File: config.mk
export PLATFORM = sky130hd
export DESIGN_NAME = modular_inner_product
export DESIGN_NICKNAME = d
export VERILOG_FILES = /design/src/mip_pkg.sv /design/src/modular_inner_product.sv /design/src/mip_front.sv /design/src/mip_back.sv
export SDC_FILE = /design/constraint.sdc
export NUM_CORES = 2
export LEC_CHECK = 0
export ABC_CLOCK_PERIOD_IN_PS = 59300
export BUFFER_PORTS_ARGS = -buffer_cell sky130_fd_sc_hd__buf_2
export CAP_MARGIN = 40
export CELL_PAD_IN_SITES_DETAIL_PLACEMENT = 2
export CELL_PAD_IN_SITES_GLOBAL_PLACEMENT = 2
export CORE_MARGIN = 2
export CORE_UTILIZATION = 44
export CTS_CLUSTER_DIAMETER = 30
export CTS_CLUSTER_SIZE = 10
export DETAILED_ROUTE_END_ITERATION = 12
export PLACE_DENSITY = 0.86
export SLEW_MARGIN = 10
export SYNTH_ARGS = -nofsm -noshare
export SYNTH_HDL_FRONTEND = slang
export SYNTH_SLANG_ARGS = --single-unit
File: constraint.sdc
create_clock -name clk_i -period 59.3 [get_ports clk_i]
set_clock_uncertainty 0.2 [all_clocks]
set_input_delay 2.965 -clock clk_i [delete_from_list [all_inputs] [get_ports clk_i]]
set_output_delay 2.965 -clock clk_i [all_outputs]
set_load 0.05 [all_outputs]
File: src/mip_pkg.sv
// ----------------------------------------------------------------------------
// mip_pkg
// Shared constants and types for the modular inner product block.
// ----------------------------------------------------------------------------
package mip_pkg;

  localparam int unsigned ValueBitsDefault = 64;
  localparam int unsigned FieldBits        = 64;
  localparam logic [63:0] ModulusReset     = 64'd65537;
  localparam int unsigned QueueDepth       = 2;

  typedef enum logic [1:0] {
    BE_IDLE,
    BE_REDUCE,
    BE_MUL,
    BE_ADD
  } be_state_e;

endpackage

File: src/modular_inner_product.sv
// ----------------------------------------------------------------------------
// modular_inner_product
// Streaming dot product of vector elements and weights modulo a modulus.
// ----------------------------------------------------------------------------
// In the back end a request passes through one bit-serial pass reducing both
// operands and the running sum, one bit-serial pass for the modular multiply
// and one add; a two-entry queue in front takes requests while the back end
// works. A request with last set delivers the sum and clears it. Write cfg
// only while idle.
module modular_inner_product #(
  parameter int unsigned VALUE_BITS = mip_pkg::ValueBitsDefault
) (
  input  logic                          clk_i,
  input  logic                          rst_ni,
  input  logic                          push,
  output logic                          full,
  input  logic [mip_pkg::FieldBits-1:0] vector_element_i,
  input  logic [mip_pkg::FieldBits-1:0] weight_i,
  input  logic                          last_i,
  output logic                          empty,
  input  logic                          pop,
  output logic [mip_pkg::FieldBits-1:0] dot_product_o,
  input  logic                          cfg_valid_i,
  output logic                          cfg_ready_o,
  input  logic [mip_pkg::FieldBits-1:0] cfg_data_i
);

  logic [VALUE_BITS-1:0] mod_q, a, b, res;
  logic                  qv, take, lst, rv;

  assign cfg_ready_o   = 1'b1;
  assign empty         = !rv;
  assign dot_product_o = mip_pkg::FieldBits'(res);

  always_ff @(posedge clk_i or negedge rst_ni) begin
    if (!rst_ni) mod_q <= mip_pkg::ModulusReset[VALUE_BITS-1:0];
    else if (cfg_valid_i && cfg_ready_o) mod_q <= cfg_data_i[VALUE_BITS-1:0];
  end

  mip_front #(.VALUE_BITS(VALUE_BITS)) u_front (
    .clk_i, .rst_ni, .push, .full, .vector_element_i, .weight_i, .last_i,
    .req_valid_o(qv), .req_take_i(take), .req_a_o(a), .req_b_o(b), .req_last_o(lst)
  );

  mip_back #(.VALUE_BITS(VALUE_BITS)) u_back (
    .clk_i, .rst_ni, .mod_i(mod_q), .req_valid_i(qv), .req_take_o(take),
    .req_a_i(a), .req_b_i(b), .req_last_i(lst),
    .res_valid_o(rv), .res_take_i(pop), .res_o(res)
  );

endmodule

File: src/mip_front.sv
// ----------------------------------------------------------------------------
// mip_front
// Accepts requests, masks operands and queues them for the back end.
// ----------------------------------------------------------------------------
module mip_front #(
  parameter int unsigned VALUE_BITS = mip_pkg::ValueBitsDefault
) (
  input  logic                          clk_i,
  input  logic                          rst_ni,
  input  logic                          push,
  output logic                          full,
  input  logic [mip_pkg::FieldBits-1:0] vector_element_i,
  input  logic [mip_pkg::FieldBits-1:0] weight_i,
  input  logic                          last_i,
  output logic                          req_valid_o,
  input  logic                          req_take_i,
  output logic [VALUE_BITS-1:0]         req_a_o,
  output logic [VALUE_BITS-1:0]         req_b_o,
  output logic                          req_last_o
);

  localparam int unsigned Depth = mip_pkg::QueueDepth;
  localparam int unsigned PtrW  = $clog2(Depth);

  logic [VALUE_BITS-1:0] a_mem [Depth];
  logic [VALUE_BITS-1:0] b_mem [Depth];
  logic [Depth-1:0]      l_mem;
  logic [PtrW-1:0]       wr_q, rd_q;
  logic [PtrW:0]         cnt_q;
  logic                  wr_en, rd_en;

  assign full        = (cnt_q == (PtrW+1)'(Depth));
  assign wr_en       = push && !full;
  assign req_valid_o = (cnt_q != '0);
  assign rd_en       = req_valid_o && req_take_i;
  assign req_a_o     = a_mem[rd_q];
  assign req_b_o     = b_mem[rd_q];
  assign req_last_o  = l_mem[rd_q];

  always_ff @(posedge clk_i) begin
    if (wr_en) begin
      a_mem[wr_q] <= vector_element_i[VALUE_BITS-1:0];
      b_mem[wr_q] <= weight_i[VALUE_BITS-1:0];
      l_mem[wr_q] <= last_i;
    end
  end

  always_ff @(posedge clk_i or negedge rst_ni) begin
    if (!rst_ni) begin
      wr_q  <= '0;
      rd_q  <= '0;
      cnt_q <= '0;
    end else begin
      if (wr_en) wr_q <= wr_q + 1'b1;
      if (rd_en) rd_q <= rd_q + 1'b1;
      cnt_q <= cnt_q + (PtrW+1)'(wr_en) - (PtrW+1)'(rd_en);
    end
  end

endmodule

File: src/mip_back.sv
// ----------------------------------------------------------------------------
// mip_back
// Bit-serial modular reduce, multiply and accumulate, with a result register.
// ----------------------------------------------------------------------------
module mip_back #(
  parameter int unsigned VALUE_BITS = mip_pkg::ValueBitsDefault
) (
  input  logic                  clk_i,
  input  logic                  rst_ni,
  input  logic [VALUE_BITS-1:0] mod_i,
  input  logic                  req_valid_i,
  output logic                  req_take_o,
  input  logic [VALUE_BITS-1:0] req_a_i,
  input  logic [VALUE_BITS-1:0] req_b_i,
  input  logic                  req_last_i,
  output logic                  res_valid_o,
  input  logic                  res_take_i,
  output logic [VALUE_BITS-1:0] res_o
);

  localparam int unsigned CntW = $clog2(VALUE_BITS + 1);

  mip_pkg::be_state_e state_q, state_d;
  logic [VALUE_BITS-1:0] a_q, a_d, b_q, b_d, ra_q, ra_d, rb_q, rb_d;
  logic [VALUE_BITS-1:0] rs_q, rs_d, acc_q, acc_d, sum_q, sum_d, res_q, res_d;
  logic                  last_q, last_d, rv_q, rv_d;
  logic [CntW-1:0]       cnt_q, cnt_d;
  logic                  mod_ok;

  // remainder step: r = 2r + bit, subtract m if it reaches m
  function automatic logic [VALUE_BITS-1:0] rstep(
    input logic [VALUE_BITS-1:0] r, input logic bit_in, input logic [VALUE_BITS-1:0] m
  );
    logic [VALUE_BITS:0] t;
    t = {r, bit_in};
    if (t >= {1'b0, m}) t = t - {1'b0, m};
    return t[VALUE_BITS-1:0];
  endfunction

  // x + y mod m, x and y below m
  function automatic logic [VALUE_BITS-1:0] addm(
    input logic [VALUE_BITS-1:0] x, input logic [VALUE_BITS-1:0] y,
    input logic [VALUE_BITS-1:0] m
  );
    logic [VALUE_BITS:0] t;
    t = {1'b0, x} + {1'b0, y};
    if (t >= {1'b0, m}) t = t - {1'b0, m};
    return t[VALUE_BITS-1:0];
  endfunction

  assign mod_ok      = (mod_i > VALUE_BITS'(1));
  assign res_valid_o = rv_q;
  assign res_o       = res_q;

  always_comb begin
    state_d    = state_q;
    a_d = a_q; b_d = b_q; ra_d = ra_q; rb_d = rb_q; rs_d = rs_q;
    acc_d = acc_q; sum_d = sum_q; res_d = res_q; last_d = last_q; cnt_d = cnt_q;
    rv_d       = rv_q && !res_take_i;
    req_take_o = 1'b0;
    case (state_q)
      mip_pkg::BE_IDLE: begin
        if (req_valid_i && !(last_q && rv_q && !res_take_i)) begin
          req_take_o = 1'b1;
          a_d = req_a_i; b_d = req_b_i; last_d = req_last_i;
          ra_d = '0; rb_d = '0; rs_d = '0;
          cnt_d = CntW'(VALUE_BITS);
          state_d = mip_pkg::BE_REDUCE;
        end
      end
      mip_pkg::BE_REDUCE: begin
        ra_d = rstep(ra_q, a_q[VALUE_BITS-1], mod_i);
        rb_d = rstep(rb_q, b_q[VALUE_BITS-1], mod_i);
        rs_d = rstep(rs_q, sum_q[VALUE_BITS-1], mod_i);
        a_d = a_q << 1; b_d = b_q << 1; sum_d = sum_q << 1;
        cnt_d = cnt_q - 1'b1;
        if (cnt_q == CntW'(1)) begin
          acc_d = '0;
          cnt_d = CntW'(VALUE_BITS);
          state_d = mip_pkg::BE_MUL;
        end
      end
      mip_pkg::BE_MUL: begin
        acc_d = addm(acc_q, acc_q, mod_i);
        if (rb_q[VALUE_BITS-1]) acc_d = addm(acc_d, ra_q, mod_i);
        rb_d = rb_q << 1;
        cnt_d = cnt_q - 1'b1;
        if (cnt_q == CntW'(1)) state_d = mip_pkg::BE_ADD;
      end
      mip_pkg::BE_ADD: begin
        if (!(last_q && rv_d)) begin
          sum_d = mod_ok ? addm(rs_q, acc_q, mod_i) : '0;
          if (last_q) begin
            res_d = sum_d;
            rv_d  = 1'b1;
            sum_d = '0;
          end
          state_d = mip_pkg::BE_IDLE;
        end
      end
      default: state_d = mip_pkg::BE_IDLE;
    endcase
  end

  always_ff @(posedge clk_i) begin
    a_q <= a_d; b_q <= b_d; ra_q <= ra_d; rb_q <= rb_d; rs_q <= rs_d;
    acc_q <= acc_d; res_q <= res_d; cnt_q <= cnt_d;
  end

  always_ff @(posedge clk_i or negedge rst_ni) begin
    if (!rst_ni) begin
      state_q <= mip_pkg::BE_IDLE;
      sum_q   <= '0;
      last_q  <= 1'b0;
      rv_q    <= 1'b0;
    end else begin
      state_q <= state_d;
      sum_q   <= sum_d;
      last_q  <= last_d;
      rv_q    <= rv_d;
    end
  end

endmodule

==> impl_metrics.env, run 1 <==
export IMPL_synthCells=7153
export IMPL_ys_warn_count=0
export IMPL_synth_area_mux_share_pct=4.24
export IMPL_clockBufferDepth=3
export IMPL_lastStage="global routing (5_1_grt)"
export IMPL_die_h_um=389
export IMPL_synthFlopType="edfxtp_1"
export IMPL_htreeDepth=4
export IMPL_cts_buffers=223
export IMPL_cts_resized=0
export IMPL_synthArstFlopShare_pct=16.0
export IMPL_synth_edf_count=713
export IMPL_cts_sinks=849
export IMPL_synth_fp_nets=7880
export IMPL_synth_top_family_by_area="compound AO/OA/AOI/OAI gates"
export IMPL_dpl_hpwl_um=249000
export IMPL_ys_ff_latch=849
export IMPL_post_cts_setup_buffer_count=0
export IMPL_synth_xor_area_share_pct=6.43
export IMPL_dieWidth_um=389
export IMPL_synthAdderAreaFrac_pct=10.3
export IMPL_gr_total_overflow=595
export IMPL_synth_area_sq_um=65100
export IMPL_portBuffers=263
export IMPL_grt_max_degree=132
export IMPL_rows=141
export IMPL_start_util_pct=44.2
export IMPL_synth_distinct_cells=94
export IMPL_synth_seq_area_share_pct=38.1
export IMPL_error="[ERROR GRT-0232] Routing congestion too high. Check the congestion heatmap in the GUI."
export IMPL_synth_compound_area_share_pct=23.2
export IMPL_status="stopped before the end"
export IMPL_hold_buffers=0
export IMPL_antenna_found_initial=104
export IMPL_grt_total_usage_pct=81.8
export IMPL_synthSimpleGateAreaFrac_pct=14.2
export IMPL_io_pins=265
export IMPL_syn_avg_cell_area_sq_um=9.10
export IMPL_root_buffer="clkbuf_16"
export IMPL_place_gp_congestion=1.00
[cells by family after synthesis]
logic type / after synthesis
AO/OA/AOI/OAI: 2405
XOR/XNOR: 478
adder cells (fa/ha/maj): 529
buffers and inverters: 591
flip-flops: 849
multiplexers: 265
other: 1
AND/OR/NAND/NOR: 2035
[cells in the mapped netlist, types with 29 or more instances]
cell type | instances | area (sq um)
a211oi_1 | 85 | 638
nor4_1 | 42 | 263
a31oi_1 | 77 | 482
nand3_1 | 119 | 596
nand2_1 | 819 | 3070
o21a_1 | 88 | 661
and3_1 | 64 | 400
nor2b_1 | 58 | 363
xor2_1 | 189 | 1660
ha_1 | 521 | 6520
nor2_1 | 525 | 1970
mux2_2 | 41 | 462
o21ai_0 | 644 | 3220
o21ai_1 | 33 | 165
nand2b_1 | 40 | 250
dfrtp_1 | 134 | 3350
a21o_1 | 318 | 2390
nor3_1 | 105 | 526
a21oi_1 | 642 | 3210
xnor2_1 | 289 | 2530
o21bai_1 | 87 | 653
a22oi_1 | 51 | 383
mux2i_1 | 212 | 2120
nand4_1 | 131 | 820
clkbuf_1 | 313 | 1170
edfxtp_1 | 713 | 21400
o211ai_1 | 60 | 450
inv_1 | 219 | 822
or3_1 | 29 | 181
[metal layers]
metal | GRT overflow | GRT usage [%]
met1 | 34 | 81.3
met2 | 283 | 94.6
met3 | 60 | 70.4
met4 | 217 | 81.4
met5 | 1 | 47.4
[through the flow]
step | util, % | hold slack, ns | setup WS [ns] | cells | area (sq um)
after floorplan | - | 0.250 | 38.92 | 7153 | 65100
after global placement | 46.4 | 0.263 | 47.34 | 9084 | 68300
after detailed placement | 46.7 | 0.295 | 46.88 | 9116 | 68800
after CTS | 51.9 | 0.301 | 46.65 | 9536 | 76500
==> run 2: changes to the inputs <==
--- a/config.mk
+++ b/config.mk
@@ -8,14 +8,10 @@
 export ABC_CLOCK_PERIOD_IN_PS = 59300
 export BUFFER_PORTS_ARGS = -buffer_cell sky130_fd_sc_hd__buf_2
 export CAP_MARGIN = 40
-export CELL_PAD_IN_SITES_DETAIL_PLACEMENT = 2
-export CELL_PAD_IN_SITES_GLOBAL_PLACEMENT = 2
 export CORE_MARGIN = 2
-export CORE_UTILIZATION = 44
-export CTS_CLUSTER_DIAMETER = 30
-export CTS_CLUSTER_SIZE = 10
+export CORE_UTILIZATION = 40
 export DETAILED_ROUTE_END_ITERATION = 12
-export PLACE_DENSITY = 0.86
+export PLACE_DENSITY_LB_ADDON = 0.15
 export SLEW_MARGIN = 10
 export SYNTH_ARGS = -nofsm -noshare
 export SYNTH_HDL_FRONTEND = slang
==> run 2 against run 1 <==
The run now ends clean. Synthesized area stayed put. Synthesized cell count stayed put.
==> impl_metrics.env, run 2 <==
export IMPL_status="finished, final reports clean"
export IMPL_pre_cts_ws_ns=46.78
export IMPL_gr_total_overflow=0
export IMPL_placed_cells_incl_taps=9368
export IMPL_crit_path_max_incr_delay_ns=0.64
export IMPL_final_setup_tns_ns=0
export IMPL_rows=148
export IMPL_fill_cells=16100
export IMPL_synth_xor_area_share_pct=6.43
export IMPL_antenna_found_initial=53
export IMPL_cts_buffers=101
export IMPL_place_gp_congestion=0.983
export IMPL_hold_buffers=0
export IMPL_p_per_area_nw_per_um2=26.1
export IMPL_area_growth_pct=11.3
export IMPL_synth_area_mux_share_pct=4.24
export IMPL_tightest_slew_ns=1.02
export IMPL_htreeDepth=3
export IMPL_finalNetCount=8025
export IMPL_cts_tree="yes"
export IMPL_cp_arrival_ns=12.98
export IMPL_final_common_cell="nand2_1"
export IMPL_drv_slew=0
export IMPL_crit_top_cell="buf_4"
export IMPL_ys_ff_latch=849
export IMPL_worstPathRequired_ns=59.56
export IMPL_synth_compound_area_share_pct=23.2
export IMPL_yosysMostFrequentCell="nand2_1"
export IMPL_final_cells=9567
export IMPL_grt_total_usage_pct=29.2
export IMPL_root_buffer="clkbuf_16"
export IMPL_grt_max_degree=130
export IMPL_wire_per_inst_um=26.1
export IMPL_crit_fanout=58
export IMPL_synth_area_sq_um=65100
export IMPL_cts_resized=0
export IMPL_criticalPathCategory="reg2reg"
export IMPL_hold_violations=0
export IMPL_hold_class="reg2reg"
export IMPL_reg_top3="u_front.a_mem: 128 flops, u_front.b_mem: 128 flops"
export IMPL_cts_sinks=849
export IMPL_cp_slowest_cell="or4b_2"
export IMPL_io_pins=265
export IMPL_post_cts_setup_buffer_count=0
export IMPL_netlist_area_leader_share_pct=32.9
export IMPL_via_count=57200
export IMPL_dr_pass1_iters=6
export IMPL_peakVddDrop_mv=0.0429
export IMPL_period_needed_ns=12.72
export IMPL_start_util_pct=40.1
export IMPL_synthTopCellsByCount="nand2_1, edfxtp_1, o21ai_0, a21oi_1, nor2_1"
export IMPL_vias_per_cell=5.98
export IMPL_drt_iter0_markers=5160
export IMPL_drcViolationCount=0
export IMPL_setup_viol=0
export IMPL_clock_latency_ns=0.77
export IMPL_clockBufferDepth=3
export IMPL_syn_avg_cell_area_sq_um=9.10
export IMPL_synthAdderAreaFrac_pct=10.3
export IMPL_synth_top_cell_by_area="edfxtp_1"
export IMPL_rsz0062_at_grt="no"
export IMPL_ys_warn_count=0
export IMPL_wl_um=250000
export IMPL_drive_above_1_share_pct=9.17
export IMPL_portBuffers=263
export IMPL_crit_buf_inv=6
export IMPL_max_slew_margin_pct=31.7
export IMPL_power_leakage_uw=0.0294
export IMPL_mostFrequentLayoutCells="nand2_1, edfxtp_1, o21ai_0, a21oi_1, nor2_1"
export IMPL_grt_pass1_wl_um=365000
export IMPL_dieWidth_um=407
export IMPL_die_h_um=407
export IMPL_path_clk_slew_ns=0.06
export IMPL_dpl_hpwl_um=197000
export IMPL_antenna_left=0
export IMPL_postLayoutSetupSlackWorst_ns=46.58
export IMPL_fmax_mhz=78.6
export IMPL_post_route_period_util_pct=21.4
export IMPL_synth_fp_nets=7880
export IMPL_synth_seq_area_share_pct=38.1
export IMPL_yosys_top_cells_area="edfxtp_1, ha_1, dfrtp_1"
export IMPL_core_sq_um=162000
export IMPL_synth_distinct_cells=94
export IMPL_synth_top_family_by_area="compound AO/OA/AOI/OAI gates"
export IMPL_synthSimpleGateAreaFrac_pct=14.2
export IMPL_synth_edf_count=713
export IMPL_synthCells=7153
export IMPL_synthArstFlopShare_pct=16.0
export IMPL_cp_start_kind="flip-flop"
export IMPL_grt_pass1_vias=56000
export IMPL_max_cap_violations=0
export IMPL_synthFlopType="edfxtp_1"
export IMPL_cpLargestDelayFamily="compound AO/OA/AOI/OAI gates"
export IMPL_die_area_sq_um=166000
export IMPL_critPathCaptureType="flip-flop"
run 2: cell counts after synthesis:
Identical to the previous run, type by type.
run 2: path summary, 6_finish.rpt:
path / slack, ns / startpoint / endpoint / cells after the start
min reg2reg: 0.28 / u_back.sum_q[21] / u_back.sum_q[21] / 2
max: 46.58 / mod_q[1] / u_back.acc_q[28] / 37
max in group asynchronous: 55.49 / rst_ni / mod_q[51] / 4
max reg2reg: 46.58 / mod_q[1] / u_back.acc_q[28] / 37
min in group asynchronous: 1.94 / rst_ni / u_back.sum_q[20] / 1
min: 0.28 / u_back.sum_q[21] / u_back.sum_q[21] / 2
run 2: logic make-up (layout without fill, tap and decap cells):
| kind of cell | Yosys count | after routing |
|---|---|---|
| AOI/OAI and AO/OA | 2405 | 2405 |
| xor gates and xnor gates | 478 | 478 |
| adders and majority gates | 529 | 529 |
| buffers and inverters | 591 | 820 |
| DFF | 849 | 849 |
| muxes | 265 | 265 |
| other | 1 | 11 |
| and+or+nand+nor | 2035 | 2035 |
run 2: final cells by class:
cell class	count	area (sq um)	area share (%)
diodes	10	25.0	0.0346
clock buffers	128	2730	3.78
clock inverters	59	597	0.824
inverters	223	840	1.16
multi-input cells	5713	38100	52.6
flip-flops and latches	849	24800	34.3
well taps	2175	2720	3.76
repair buffers	410	2600	3.59
run 2: report_power, final:
part	switching [uW]	total, uW	internal (uW)
clock	276	631	355
combinational	363	549	186
sequential	12.5	713	700
run 2: layer usage:
layer	vias up	part of all wire, %	wire [um]	track usage, %
li1	26900	-	-	-
met1	27900	42	105000	37.5
met2	1880	46	114000	47.6
met3	493	6.5	16300	5.02
met4	66	5.3	13300	13.7
met5	-	0.17	419	0
run 2: metrics by stage:
stage	hold slack [ns]	instance area (sq um)	utilization (%)	total power, uW
4_1_cts	0.292	72300	44.6	1900
5_1_grt	0.310	72400	44.6	1980
3_5_place_dp	0.279	69000	42.5	1260
3_3_place_gp	0.265	68700	42.4	1260
6_report	0.284	72400	44.6	1890
2_1_floorplan	0.250	65100	-	1090
run 2: worst register-to-register path: cells and delay by family, from the launching register on:
| family | cells | cell delay (ns) |
|---|---|---|
| AOI/OAI and AO/OA | 18 | 5.15 |
| xor gates and xnor gates | 1 | 0.33 |
| adders and majority gates | 3 | 1.09 |
| buffers and inverters | 6 | 2.53 |
| DFF | 1 | 0.63 |
| muxes | 1 | 0.46 |
| and+or+nand+nor | 8 | 2.03 |
No activity file was read; power rests on OpenSTA's default activity.
